[src/rtl/core/q2r_pkg.sv]
// ----------------------------------------------------------------------------
// q2r_pkg
// Shared types and constants of the quaternion to rotation matrix pipeline.
// ----------------------------------------------------------------------------
package q2r_pkg;

	localparam int OUT_WIDTH    = 16;
	localparam int NUM_ENTRIES  = 9;
	localparam int NUM_PRODUCTS = 10;

	// Product slots of the multiplier stage.
	localparam int P_XX = 0;
	localparam int P_YY = 1;
	localparam int P_ZZ = 2;
	localparam int P_WW = 3;
	localparam int P_XY = 4;
	localparam int P_XZ = 5;
	localparam int P_YZ = 6;
	localparam int P_WX = 7;
	localparam int P_WY = 8;
	localparam int P_WZ = 9;

	// Matrix entry lanes, row by row.
	localparam int E_I_X = 0;
	localparam int E_I_Y = 1;
	localparam int E_I_Z = 2;
	localparam int E_J_X = 3;
	localparam int E_J_Y = 4;
	localparam int E_J_Z = 5;
	localparam int E_K_X = 6;
	localparam int E_K_Y = 7;
	localparam int E_K_Z = 8;

	typedef struct packed {
		logic valid;
		logic zero;
	} q2r_ctl_t;

endpackage

[src/rtl/core/q2r_sum.sv]
// ----------------------------------------------------------------------------
// q2r_sum
// Second and third stages: norm and signed numerators, then magnitudes.
// ----------------------------------------------------------------------------
module q2r_sum
	import q2r_pkg::*;
#(
	parameter int IN_WIDTH = 16
) (
	input  logic                         clk,
	input  logic                         arst_n,
	input  logic                         valid_s1,
	input  logic signed [2*IN_WIDTH-1:0] prod_s1 [NUM_PRODUCTS],
	output q2r_ctl_t                     ctl_s3,
	output logic        [2*IN_WIDTH:0]   n_s3,
	output logic        [2*IN_WIDTH:0]   mag_s3 [NUM_ENTRIES],
	output logic                         neg_s3 [NUM_ENTRIES]
);

	localparam int NB = 2 * IN_WIDTH + 1;
	localparam int NS = 2 * IN_WIDTH + 2;

	logic signed [NS-1:0] xx, yy, zz, ww, xy, xz, yz, wx, wy, wz;
	logic signed [NS-1:0] num_c  [NUM_ENTRIES];
	logic        [NB-1:0] n_c;
	logic                 valid_s2;
	logic signed [NS-1:0] num_s2 [NUM_ENTRIES];
	logic        [NB-1:0] n_s2;
	logic signed [NS-1:0] abs_c  [NUM_ENTRIES];
	logic        [NB-1:0] mag_c  [NUM_ENTRIES];
	logic                 neg_c  [NUM_ENTRIES];

	always_comb begin
		xx = NS'(prod_s1[P_XX]);
		yy = NS'(prod_s1[P_YY]);
		zz = NS'(prod_s1[P_ZZ]);
		ww = NS'(prod_s1[P_WW]);
		xy = NS'(prod_s1[P_XY]);
		xz = NS'(prod_s1[P_XZ]);
		yz = NS'(prod_s1[P_YZ]);
		wx = NS'(prod_s1[P_WX]);
		wy = NS'(prod_s1[P_WY]);
		wz = NS'(prod_s1[P_WZ]);
		n_c = NB'(xx + yy + zz + ww);
		num_c[E_I_X] = ww + xx - yy - zz;
		num_c[E_J_Y] = ww + yy - xx - zz;
		num_c[E_K_Z] = ww + zz - xx - yy;
		num_c[E_I_Y] = (xy + wz) <<< 1;
		num_c[E_J_X] = (xy - wz) <<< 1;
		num_c[E_I_Z] = (xz - wy) <<< 1;
		num_c[E_K_X] = (xz + wy) <<< 1;
		num_c[E_J_Z] = (yz + wx) <<< 1;
		num_c[E_K_Y] = (yz - wx) <<< 1;
	end

	always_comb begin
		for (int k = 0; k < NUM_ENTRIES; k++) begin
			neg_c[k] = num_s2[k][NS-1];
			abs_c[k] = neg_c[k] ? -num_s2[k] : num_s2[k];
			mag_c[k] = abs_c[k][NB-1:0];
		end
	end

	always_ff @(posedge clk or negedge arst_n) begin
		if (!arst_n) begin
			valid_s2 <= 1'b0;
			ctl_s3   <= '0;
		end else begin
			valid_s2     <= valid_s1;
			ctl_s3.valid <= valid_s2;
			ctl_s3.zero  <= (n_s2 == '0);
		end
	end

	always_ff @(posedge clk) begin
		n_s2   <= n_c;
		num_s2 <= num_c;
		n_s3   <= n_s2;
		mag_s3 <= mag_c;
		neg_s3 <= neg_c;
	end

	// Every numerator is bounded by the norm, so each quotient stays within one; three lanes are checked.
	a_mag_bound: assert property (@(posedge clk) disable iff (!arst_n)
		ctl_s3.valid |-> (mag_s3[E_I_X] <= n_s3) && (mag_s3[E_I_Y] <= n_s3)
			&& (mag_s3[E_K_Y] <= n_s3))
		else $error("numerator magnitude exceeds norm");

endmodule

[config.mk]
export PLATFORM = sky130hd
export DESIGN_NAME = q2r_sum
export DESIGN_NICKNAME = d
export VERILOG_FILES = /design/src/rtl/core/q2r_pkg.sv /design/src/rtl/core/q2r_sum.sv
export SDC_FILE = /design/constraint.sdc
export NUM_CORES = 2
export LEC_CHECK = 0
export BUFFER_PORTS_ARGS = -buffer_cell sky130_fd_sc_hd__buf_2
export CAP_MARGIN = 25
export CORE_MARGIN = 4
export CORE_UTILIZATION = 60
export CTS_BUF_LIST = sky130_fd_sc_hd__clkbuf_4 sky130_fd_sc_hd__clkbuf_8
export CTS_CLUSTER_SIZE = 25
export DETAILED_ROUTE_END_ITERATION = 8
export PLACE_DENSITY = 0.87
export SKIP_LAST_GASP = 1
export SYNTH_ARGS = -nofsm -noshare
export SYNTH_HDL_FRONTEND = slang
export SYNTH_SLANG_ARGS = --single-unit
export TNS_END_PERCENT = 1
[constraint.sdc]
create_clock -name clk -period 4.2 [get_ports clk]
set_input_delay 0.84 -clock clk [delete_from_list [all_inputs] [get_ports clk]]
set_output_delay 0.84 -clock clk [all_outputs]
set_load 0.005 [all_outputs]
* Word-level counts from Yosys, hierarchy flattened *
Index checks and enable logic that the tools add are counted.

word-level totals
  input bits = 323
  register bits = 675
  word-level logic and storage cells = 75
  output and inout port bits = 341

operators by class
  add/subtract/negate cells = 27
  reductions and logical operators = 1
  muxes and demuxes = 9

operator list
  cell                                            count
  33-bit two-way mux                              9
  33-bit negation                                 9
  32-bit by 32-bit adder with 33-bit output       7
  33-bit by 32-bit subtractor with 34-bit output  3
  34-bit by 32-bit subtractor with 34-bit output  3
  32-bit by 32-bit subtractor with 33-bit output  3
  33-bit by 32-bit adder with 33-bit output       2
  33-bit zero test                                1

* Logic depth before layout (Yosys ltp) *
  depth after elaboration = 3
  gate-level depth with buffers = 18
  depth with buffers taken out = 18

* Worst setup path after synthesis *
No wires, ideal clock.

  path type = input -> register
  from = input port prod_s1[194] in the netlist's numbering
  to = register num_s2[30] in the netlist's numbering
  buffers on the path = 0
  data required time = 4.128 ns
  stages on the path = 15
  setup time = 0.072 ns
  arrival = 4.585 ns
  slack = -0.457 ns
  cell sequence = inv_1 > fa_1 > fa_1 > inv_1 > ha_1 > nor2b_1 > o21ai_0 > a21o_1 > a211oi_1 > o41ai_1 > a21oi_1 > a221oi_1 > nor2_1 > a221oi_1 > xnor2_1

RTL lines
  what                    line           source
  start: declaration      q2r_sum.sv:13  input logic signed [2*IN_WIDTH-1:0] prod_s1 [NUM_PRODUCTS],
  end signal: assignment  q2r_sum.sv:77  num_s2 <= num_c;
  end: declaration        q2r_sum.sv:27  logic signed [NS-1:0] num_s2 [NUM_ENTRIES];

==> key figures <==
STA
  • Slew Viols, Final: 0
  • Slew @ Worst Pin: 1.11 ns
  • Hold Vio Cnt, Final: 0
  • Tmin final: 4.19 ns
  • Max transition margin: roughly 25%
  • RSZ-0062 raised after global routing: true
  • Finish-stage setup viols: 0
  • Clock Skews: around 0.057 ns
  • Fmax: 239 MHz
  • Final Cycle Share: between 90% and 100%
  • Worst hold slack: approximately 0.23 ns

Drt
  • First-pass DRT Iterations: 5
  • Max layer used: met5
  • Drt total wl: 132,000 um
  • Iteration-0 DRC Markers: ~2,700
  • WL met1: 49,000 um
  • WL/cell: 20.0 um
  • DR WL met3: 9850 um
  • Drt drc: 1
  • DRT antenna net count: 0
  • Total number of vias: about 37,000
  • Vias per cell: roughly 5.6
  • Routed wl met2: between 60,000 and 70,000 um

Clock network
  • TritonCTS buffer count: between 100 and 150
  • Sink Count: between 600 and 700
  • Clk root buf: clkbuf_8
  • CTS tree: yes
  • Worst-Skew Late Latency: ~0.74 ns
  • Worst-path clk slew: 0.06 ns
  • Clock buffer depth: 3
  • H-tree Lvls: 3

Floorplan
  • Die width: between 200 and 300 um
  • Die H: 272 um
  • Placement Rows: 96
  • Io pins: about 660
  • Die area: 74,200 um2
  • Initial Utilization: around three fifths
  • Core area: slightly below 70,000 um2

Yosys
  • Syn avg cell area: roughly 9.3 um2
  • Area contributors post-synth: dfxtp_1, fa_1, xnor2_1
  • Top-area cell type share of the netlist area: a little under a third
  • Synth cell count leaders: dfxtp_1, inv_1, xnor2_1
  • Ys async rst share: less than 1%
  • Count of cell types in the netlist: 78
  • Yosys reg bits: around 660
  • EDFF count, synth: 0
  • Largest area contributor in the netlist: dfxtp_1
  • Synthesized netlist cell count: between 4,000 and 5,000
  • Top-count cell post-synth: dfxtp_1
  • Seq/Total Area, Yosys: 31.7%
  • Yosys warning total: 0
  • Top FF cell, synth: dfxtp_1
  • Mapped Area: roughly 42,000 um2

Power and ir drop
  • Max rail drop VDD: ~480 uV
  • PD cells: 590 nW/um2
  • Tot Pwr: roughly 0.031 W
  • Leakage: about 25 nW

Placement
  • PortBufs: between 600 and 700
  • Routability cong.: roughly 1
  • Area post-placement: 49,000 um2
  • Detail Placement HPWL: 107,000 um

Run status
  • Failing checks: design-rule violations
  • Outcome: finished with violations

Hold path
  • Hold/Removal Path Class: in -> reg

Global route
  • GRT Total Usage: roughly a third
  • Initial antenna violation count: 26
  • First-pass GRT wire length: about 200,000 um
  • Vias in the first global route: 37,801
  • Largest net degree at the start of global routing: 35
  • Total gr overflow: 0

Flow run
  • Max cap viols: 0

Cells and area
  • Final #Nets: 6,495
  • Share of layout cells above drive strength 1: 23.7%
  • P&R area growth vs syn: 23.2%
  • Filler cells: slightly below 5,000
  • Design Area, Final: roughly 52,000 um2

Worst setup path
  • WP data required: between 4 and 5 ns
  • Crit. End Element: register
  • Crit-path max FO: 3
  • CP Launch Type: input pin
  • CP arrival: around 4.8 ns
  • Critical path type: in -> reg
-- final cells by class --
cell class              count  area [um2]  area share (%)
diodes                     21        52.6           0.102
clock buffers             156        1990            3.85
clock inverters            37         504           0.976
inverters                 638        2400            4.65
multi-input cells        3110       25900            50.1
flip-flops and latches    663       13300            25.7
well taps                 931        1160            2.25
repair buffers           1056        6370            12.3
-- state kept, by name, indices dropped and copies added (netlist names) --
signal and cells:
ctl_s3 2, mag_s3 288, n_s2 33, n_s3 33, neg_c 9, neg_s3 9
num_s2 288, valid_s2 1
-- path summary, 6_finish.rpt --
check / depth (start not counted) / from / slack (ns) / to
setup / recovery: 19 / prod_s1[224] / 0.01 / num_s2[304]$_DFF_P_
hold / removal: 1 / valid_s1 / 0.23 / valid_s2$_DFF_PN0_
setup reg to reg: 8 / num_s2[107]$_DFF_P_ / 0.83 / mag_s3[130]$_DFF_P_
hold reg to reg: 0 / n_s2[4]$_DFF_P_ / 0.34 / n_s3[4]$_DFF_P_
max in group asynchronous: 2 / arst_n / 3.64 / ctl_s3[1]$_DFF_PN0_
min in group asynchronous: 2 / arst_n / 0.45 / ctl_s3[0]$_DFF_PN0_
-- per-stage QoR --
| stage | setup slack [ns] | util (%) | TNS [ns] | cells |
|---|---|---|---|---|
| after floorplan | -0.0406 | - | -0.228 | 4525 |
| after global placement | -0.557 | 71.1 | -19.28 | 6393 |
| after detailed placement | -0.690 | 71.1 | -24.36 | 6393 |
| after CTS | 0.0798 | 74.7 | 0 | 6587 |
| after global routing | -0.133 | 74.9 | -1.12 | 6607 |
| final | 0.0129 | 75.0 | 0 | 6612 |
-- repair_timing --
| action | in CTS | in global routing |
|---|---|---|
| resized for setup | 0 | 3 |
| endpoints found under the setup margin | 0 | 22 |
| endpoints found under the hold margin | 3 | 0 |
| hold buffers | 1 | 0 |
| buffers inserted | 0 | 0 |
-- placed cells by master (no fill, tap or decap), drive strengths merged, types with 55 or more instances in the layout --
| cell | Yosys | final |
|---|---|---|
| clkbuf | 97 | 156 |
| nand2 | 218 | 218 |
| fa | 265 | 265 |
| buf | 17 | 1055 |
| o21bai | 84 | 84 |
| a21oi | 305 | 305 |
| dfxtp | 660 | 660 |
| or4 | 55 | 55 |
| xor2 | 62 | 62 |
| nor2 | 223 | 223 |
| xnor2 | 511 | 511 |
| a21o | 93 | 93 |
| ha | 335 | 335 |
| inv | 633 | 636 |
| o21ai | 234 | 234 |
| o31ai | 93 | 93 |
| or3 | 60 | 60 |
-- routing by layer --
layer / track usage, % / vias to the layer above
met1: 39.3 / 17791
met2: 59.9 / 1738
met3: 6.13 / 476
met5: 0 / -
met4: 19.9 / 14
li1: - / 17252
-- where the power goes --
group / leakage, nW / switching, W / internal (W)
registers: 5.61 / 0.00181 / 0.00890
logic: 17.6 / 0.00701 / 0.00637
clock network: 1.30 / 0.00272 / 0.00369
-- kinds of logic after synthesis --
family	after synthesis	synth area share, %
flops	663	31.7
mux	4	0.0984
compound gates	1056	16.2
fa+ha+maj	600	22.6
other cells	1	0.00894
xor+xnor	573	12.0
simple gates	871	10.6
buf+inv	752	6.82
-- critical path, stage by stage --
cell	delay, ns
buf_2	0.13
buf_4	0.13
fa_1	0.52
inv_1	0.06
fa_1	0.42
inv_1	0.06
ha_1	0.15
inv_1	0.06
fa_1	0.44
nand2b_1	0.16
a21boi_1	0.18
o21ai_1	0.16
a211o_1	0.34
nand3_1	0.19
a31oi_1	0.15
nand3b_1	0.23
a31oi_2	0.22
nor4b_1	0.08
a211o_1	0.27
Power figures use the tool's default switching activity.
